--- config.mk ---
export PLATFORM = sky130hd
export DESIGN_NAME = mbe_coord
export DESIGN_NICKNAME = d
export VERILOG_FILES = /design/src/mbe_pkg.sv /design/src/mbe_cell.sv /design/src/mbe_coord.sv
export SDC_FILE = /design/constraint.sdc
export NUM_CORES = 2
export LEC_CHECK = 0
export BUFFER_PORTS_ARGS = -buffer_cell sky130_fd_sc_hd__buf_4
export CAP_MARGIN = 20
export CORE_ASPECT_RATIO = 0.5
export CORE_MARGIN = 4
export CORE_UTILIZATION = 63
export DETAILED_ROUTE_END_ITERATION = 12
export PLACE_DENSITY_LB_ADDON = 0.1
export SETUP_SLACK_MARGIN = 0.05
export SYNTH_ARGS = -nofsm -noshare
export SYNTH_HDL_FRONTEND = slang
export SYNTH_SLANG_ARGS = --single-unit
--- constraint.sdc ---
create_clock -name clock -period 6.57 [get_ports clock]
set_input_delay 0.3285 -clock clock [delete_from_list [all_inputs] [get_ports clock]]
set_output_delay 0.3285 -clock clock [all_outputs]
set_load 0.02 [all_outputs]
--- src/mbe_pkg.sv ---
// Shared types, constants and fixed-point helpers for the Mandelbrot escape-time block.
`default_nettype none

package mbe_pkg;

   localparam int MAX_DIMENSION = 2048;
   localparam int FRACTION_BITS = 28;

   localparam int CFG_W    = 12;
   localparam int PIX_W    = 11;
   localparam int BRIGHT_W = 9;
   localparam int BRIGHT_MAX = 256;

   localparam int DIM_W  = $clog2(MAX_DIMENSION) + 1;
   localparam int SPAN_W = (PIX_W + 1 > DIM_W) ? PIX_W + 1 : DIM_W;
   localparam int DIFF_W = SPAN_W + 1;
   localparam int DIV_W  = DIM_W + 2;
   localparam int REM_W  = DIM_W + 3;
   localparam int CMP_W  = SPAN_W + DIM_W + 4;

   localparam int FX_W   = FRACTION_BITS + 4;
   localparam int PROD_W = 2 * FX_W;
   localparam int Q_W    = FRACTION_BITS + 3;
   localparam int NCELL  = Q_W;
   localparam int CNT_W  = CFG_W + 1;
   localparam int LANES  = 2;

   localparam logic signed [FX_W-1:0] FX_MAX = {1'b0, {(FX_W-1){1'b1}}};
   localparam logic signed [FX_W-1:0] FX_MIN = {1'b1, {(FX_W-1){1'b0}}};
   localparam logic [FX_W:0] FX_FOUR = (FX_W+1)'(4) << FRACTION_BITS;
   localparam logic signed [FX_W+1:0] WIDE_MAX = {3'b000, {(FX_W-1){1'b1}}};
   localparam logic signed [FX_W+1:0] WIDE_MIN = {3'b111, {(FX_W-1){1'b0}}};

   localparam logic [1:0] CSR_IMAGE_WIDTH    = 2'd0;
   localparam logic [1:0] CSR_IMAGE_HEIGHT   = 2'd1;
   localparam logic [1:0] CSR_MAX_ITERATIONS = 2'd2;

   localparam logic [CFG_W-1:0] RST_IMAGE_WIDTH    = CFG_W'(1920);
   localparam logic [CFG_W-1:0] RST_IMAGE_HEIGHT   = CFG_W'(1080);
   localparam logic [CFG_W-1:0] RST_MAX_ITERATIONS = CFG_W'(512);

   typedef enum logic [1:0] {
      ST_IDLE,
      ST_MUL,
      ST_UPD,
      ST_DONE
   } state_type;

   typedef struct packed {
      logic                             valid;
      logic [DIV_W-1:0]                 divisor;
      logic [LANES-1:0]                 neg;
      logic [LANES-1:0]                 sat;
      logic [LANES-1:0][REM_W-1:0]      rem;
      logic [LANES-1:0][Q_W-1:0]        quo;
   } div_type;

   typedef struct packed {
      logic signed [FX_W-1:0] c_re;
      logic signed [FX_W-1:0] c_im;
   } point_type;

   typedef struct packed {
      logic [BRIGHT_W-1:0] brightness;
      logic                escaped;
   } result_type;

   function automatic logic signed [FX_W-1:0] fx_from_prod(input logic [PROD_W-1:0] p,
                                                         input logic neg);
      logic [FX_W-1:0] mag;
      mag = {1'b0, p[FX_W-2+FRACTION_BITS:FRACTION_BITS]};
      if (p[PROD_W-1:FX_W-1+FRACTION_BITS] != '0) begin
         return neg ? FX_MIN : FX_MAX;
      end
      return neg ? $signed(~mag + 1'b1) : $signed(mag);
   endfunction

   function automatic logic signed [FX_W-1:0] fx_sat(input logic signed [FX_W+1:0] v);
      if (v > WIDE_MAX) begin
         return FX_MAX;
      end
      if (v < WIDE_MIN) begin
         return FX_MIN;
      end
      return v[FX_W-1:0];
   endfunction

endpackage

`default_nettype wire

--- src/mbe_cell.sv ---
// One restoring-division cell: a quotient bit for both coordinate lanes.
`default_nettype none

module mbe_cell
   import mbe_pkg::*;
(
   input  wire logic    clock,
   input  wire logic    reset,
   input  wire div_type din,
   output div_type      dout
);

   div_type stage_ff;
   div_type stage_in;

   always_comb begin
      logic             ge;
      logic [REM_W-1:0] left;
      stage_in = din;
      for (int k = 0; k < LANES; k++) begin
         ge = din.rem[k] >= {1'b0, din.divisor};
         left = ge ? din.rem[k] - {1'b0, din.divisor} : din.rem[k];
         stage_in.rem[k] = {left[REM_W-2:0], 1'b0};
         stage_in.quo[k] = {din.quo[k][Q_W-2:0], ge};
      end
   end

   always_ff @(posedge clock) begin
      if (reset) begin
         stage_ff <= '0;
      end else begin
         stage_ff <= stage_in;
      end
   end

   assign dout = stage_ff;

endmodule

`default_nettype wire

--- src/mbe_coord.sv ---
// Pixel to complex point conversion: setup stage, divider cell chain, sign stage.
`default_nettype none

module mbe_coord
   import mbe_pkg::*;
(
   input  wire logic             clock,
   input  wire logic             reset,
   input  wire logic             in_valid,
   input  wire logic [PIX_W-1:0] pixel_x,
   input  wire logic [PIX_W-1:0] pixel_y,
   input  wire logic [CFG_W-1:0] image_width,
   input  wire logic [CFG_W-1:0] image_height,
   output logic                  out_valid,
   output point_type             point
);

   function automatic logic [DIM_W-1:0] clamp_dim(input logic [CFG_W-1:0] v);
      logic [CFG_W+DIM_W-1:0] wide;
      wide = (CFG_W+DIM_W)'(v);
      if (v == '0) begin
         return DIM_W'(1);
      end
      if (wide > (CFG_W+DIM_W)'(MAX_DIMENSION)) begin
         return DIM_W'(MAX_DIMENSION);
      end
      return wide[DIM_W-1:0];
   endfunction

   div_type   chain [0:NCELL];
   div_type   setup_in;
   logic      valid_ff;
   point_type point_ff;
   point_type point_in;

   always_comb begin
      logic [DIM_W-1:0]         w;
      logic [LANES-1:0][PIX_W-1:0] pix;
      logic [LANES-1:0][DIM_W-1:0] dim;
      logic signed [DIFF_W-1:0] diff;
      logic [DIFF_W-1:0]        mag_full;
      logic [CMP_W-1:0]         num;
      logic [CMP_W-1:0]         w8;
      w = clamp_dim(image_width);
      pix[0] = pixel_x;
      pix[1] = pixel_y;
      dim[0] = w;
      dim[1] = clamp_dim(image_height);
      w8 = CMP_W'({w, 3'b000});
      setup_in = '0;
      setup_in.valid = in_valid;
      setup_in.divisor = {w, 2'b00};
      for (int k = 0; k < LANES; k++) begin
         diff = $signed({1'b0, SPAN_W'({pix[k], 1'b0})}) - $signed({1'b0, SPAN_W'(dim[k])});
         mag_full = diff[DIFF_W-1] ? (~diff + 1'b1) : diff;
         num = CMP_W'({mag_full[SPAN_W-1:0], 1'b0});
         setup_in.neg[k] = diff[DIFF_W-1];
         setup_in.sat[k] = num >= w8;
         setup_in.rem[k] = (num >= w8) ? '0 : num[REM_W-1:0];
      end
   end

   always_ff @(posedge clock) begin
      if (reset) begin
         chain[0] <= '0;
      end else begin
         chain[0] <= setup_in;
      end
   end

   for (genvar g = 0; g < NCELL; g++) begin : g_cell
      mbe_cell u_cell (
         .clock (clock),
         .reset (reset),
         .din   (chain[g]),
         .dout  (chain[g+1])
      );
   end

   always_comb begin
      logic [FX_W-1:0] mag_re;
      logic [FX_W-1:0] mag_im;
      mag_re = {1'b0, chain[NCELL].quo[0]};
      mag_im = {1'b0, chain[NCELL].quo[1]};
      if (chain[NCELL].sat[0]) begin
         point_in.c_re = chain[NCELL].neg[0] ? FX_MIN : FX_MAX;
      end else begin
         point_in.c_re = chain[NCELL].neg[0] ? $signed(~mag_re + 1'b1) : $signed(mag_re);
      end
      if (chain[NCELL].sat[1]) begin
         point_in.c_im = chain[NCELL].neg[1] ? FX_MIN : FX_MAX;
      end else begin
         point_in.c_im = chain[NCELL].neg[1] ? $signed(~mag_im + 1'b1) : $signed(mag_im);
      end
   end

   always_ff @(posedge clock) begin
      if (reset) begin
         valid_ff <= 1'b0;
      end else begin
         valid_ff <= chain[NCELL].valid;
      end
   end

   always_ff @(posedge clock) begin
      point_ff <= point_in;
   end

   assign out_valid = valid_ff;
   assign point = point_ff;

endmodule

`default_nettype wire

==> results.json <==
{
  "postSynthAreaPerCell_um2": 9.38,
  "yosysSeqAreaShare_pct": 46.1,
  "track_usage_pct": 24.5,
  "die_w_um": 576,
  "period_needed_ps": 5510,
  "multiInputGateArea_um2": 51200,
  "max_stage_delay_ps": 840,
  "clock-sinks": 2335,
  "clockBufferDepth": 4,
  "syn_nets": 11700,
  "synth_ff_type": "dfxtp_1",
  "first_pass_iters": 6,
  "fin_cells": 13200,
  "ys_warn_count": 0,
  "clockPowerShare_pct": 28.8,
  "status": "complete, no violations",
  "grt-ovfl-total": 0,
  "leakagePower_uw": 0.0465,
  "intPower_uw": 27800,
  "cap_violations": 0,
  "netlist_instances": 10800,
  "numPlacedInstances": 12800,
  "dr_total_vias": 70400,
  "critPathBufInv": 5,
  "start_util_pct": 63.8,
  "synthesis.area_um2": 101000,
  "fp.dieH_um": 292,
  "cts_inserted_buffers": 199,
  "synth_top_area_cell": "dfxtp_1",
  "tightest_slew_ps": 1030,
  "seq_power_share_pct": 38.7,
  "grt_pass1_vias": 66400,
  "drc_errors": 0,
  "drv_slew": 0,
  "clock.fmax_mhz": 181,
  "fin_skew_ps": 64.7,
  "placed_area_um2": 104000,
  "drtAntennaViolNets": 0,
  "hold_class": "input port to flop",
  "cts_setup_buffers": 0,
  "wirelength_um": 213000,
  "crit_chain": "dlygate4sd3_1, buf_4, clkinv_1, nand2_1, inv_1, fa_1, nor2b_1, o2111ai_1, nand3_1, a41oi_1, a211oi_1, buf_4, nor2_1, xor2_1, ha_1, a21bo_2, a21o_1, a21oi_1, o21ai_0, a21oi_1, o21bai_1, a21oi_1, o31ai_1, nor2b_1",
  "start_kind": "input port",
  "cp.required_ps": 7220,
  "fillerInstances": 12500,
  "fin_tns_setup_ps": 0,
  "critical-path-top-delay-family": "compound AO/OA/AOI/OAI gates",
  "gp_congestion": 0.904,
  "ios": 114,
  "final_nets": 11800,
  "synth.area.top_cells": "dfxtp_1 46%, ha_1 9.7%, nor2b_1 8.4%",
  "coreArea_um2": 159000,
  "crit_type": "input port to flop",
  "synth-seq-cells": 2335,
  "grt_max_degree": 245,
  "path_max_fanout": 19,
  "ir_drop_v": 0.000269,
  "first_iter_violations": 4467,
  "async_reset_ff_share_pct": 0,
  "ff2ff_setup_slack_ps": 2970,
  "p_sw_uw": 13300,
  "synthToLayoutAreaGrowth_pct": 9.36,
  "finalHoldViolations": 0,
  "min_period_over_period_pct": 83.9,
  "critPathSlowestCell": "o31ai_1",
  "portBuffers": 113,
  "fin_util_pct": 69.8,
  "cts_resized": 0,
  "die-area_um2": 168000,
  "regArea_um2": 46700,
  "row_count": 103,
  "pwr-share-comb_pct": 32.5,
  "h-tree-depth": 4,
  "power.density_nw_per_um2": 371,
  "fin_area_um2": 111000,
  "synth-edff-count": 0,
  "relSlewSlack_pct": 30.8,
  "via_per_inst": 5.35,
  "setup_viol": 0,
  "critical_path.most_common_cell": "a21oi_1",
  "rsz0062_at_grt": "false",
  "antenna_found_initial": 7,
  "cts_tree": "done",
  "dp_hpwl_um": 154000,
  "grt_pass1_wl_um": 342000,
  "arrival_ps": 6160,
  "clkTransAtPathRegs_ps": 70,
  "worstSetupEndpointType": "flop",
  "yosys.area.top_type_share_pct": 46.1,
  "drive_gt1_share_pct": 5.46,
  "worstSkewPairLatency_ps": 850,
  "routedWlPerCell_um": 16.2,
  "cts_root_buffer": "clkbuf_16",
  "yosysUniqueCellTypes": 77,
  "sw_frac_of_total_pct": 32.4
}
==> synth_stat cells, types with 39 or more instances <==
master / count
clkbuf_1: 298
buf_1: 41
a211o_1: 43
dfxtp_1: 2335
or4_1: 39
nand2_1: 340
xor2_1: 129
o21a_1: 80
nor3_1: 223
nand3_1: 159
xnor2_1: 302
and2_1: 54
nor4_1: 49
o21ai_0: 390
a21oi_1: 482
nand2b_1: 85
nor2b_1: 1366
nor2_1: 1408
inv_1: 599
or3_1: 61
fa_1: 62
ha_1: 787
a31oi_1: 88
a211oi_1: 151
a21boi_0: 83
a21o_1: 168
mux2i_1: 422
or2_2: 81
nand4_1: 123
o31ai_1: 138
==> metrics by stage <==
step	worst slack [ps]	power (uW)	hold slack (ps)
4_1_cts	1160	41300	15.7
2_1_floorplan	1550	26700	414
5_1_grt	585	43600	67.1
3_5_place_dp	865	29400	420
3_3_place_gp	826	29200	415
6_report	1060	41100	67.7
==> what timing repair did <==
action | 4_1_cts | 5_1_grt
hold buffers | 22 | 0
hold endpoints to repair | 114 | 0
endpoints found under the setup margin | 0 | 0
==> metal layers <==
layer  up-vias  global-route usage, %  routed length (um)
met5         -                      0                  34
met1     31900                   33.6              101000
met4         6                   9.61                8820
li1      36600                      -                   -
met3       434                   3.55                9190
met2      1376                   39.4               93700
==> path summary, 6_finish.rpt <==
kind                                                       startpoint                                     to  cells after the start
worst max-delay path                                  image_width[11]                 chain[3513]$_SDFF_PP0_                     24
worst min-delay path                                  image_height[0]                 chain[3519]$_SDFF_PP0_                      5
worst max register to register   g_cell[4].u_cell.dout[99]$_SDFF_PP0_   g_cell[5].u_cell.dout[70]$_SDFF_PP0_                     11
worst min register to register  g_cell[20].u_cell.dout[14]$_SDFF_PP0_  g_cell[21].u_cell.dout[15]$_SDFF_PP0_                      1
==> registers in the layout (all words and copies together), names as in the netlist <==
register and count:
g_cell.u_cell.dout 2229, out_valid 1, chain 41, point 64
==> tightest hold or removal path, cell delays in order <==
cell,delay (ps)
buf_4,110
a31oi_1,130
nor2_1,80
inv_1,110
nor2_1,60
==> kinds of logic after synthesis <==
family,Yosys count,synth area share [%]
simple gates,4061,20.5
flops,2335,46.1
compound gates,1752,10.9
buf+inv,939,3.47
fa+ha+maj,849,10.9
mux,443,4.40
xor+xnor,433,3.77
==> layout by cell type, fill, tap and decap left out, types with 223 or more instances in the layout <==
| cell type | n |
|---|---|
| mux2i_1 | 422 |
| xnor2_1 | 302 |
| o21ai_0 | 390 |
| inv_1 | 598 |
| dfxtp_1 | 2335 |
| ha_1 | 787 |
| nor3_1 | 223 |
| a21oi_1 | 482 |
| nand2_1 | 340 |
| nor2b_1 | 1366 |
| nor2_1 | 1408 |
==> layout make-up <==
cell class              instances  share of cell area, %
flip-flops and latches       2335                   42.1
clock inverters                72                  0.771
diodes                          3                0.00677
repair buffers                184                   1.37
well taps                    2152                   2.43
clock buffers                 275                   5.13
multi-input cells            7538                   46.1
inverters                     600                   2.03
==> power by group through the flow <==
stage                     combinational [uW]  clock [uW]  sequential [uW]
after CTS                              13300       12100            15900
after detailed placement               13200           0            16200
after global placement                 13000           0            16200
final                                  13400       11800            15900
after floorplan                        10800           0            15900
after global routing                   14900       12700            16000
(Power assumes the default switching activity.)
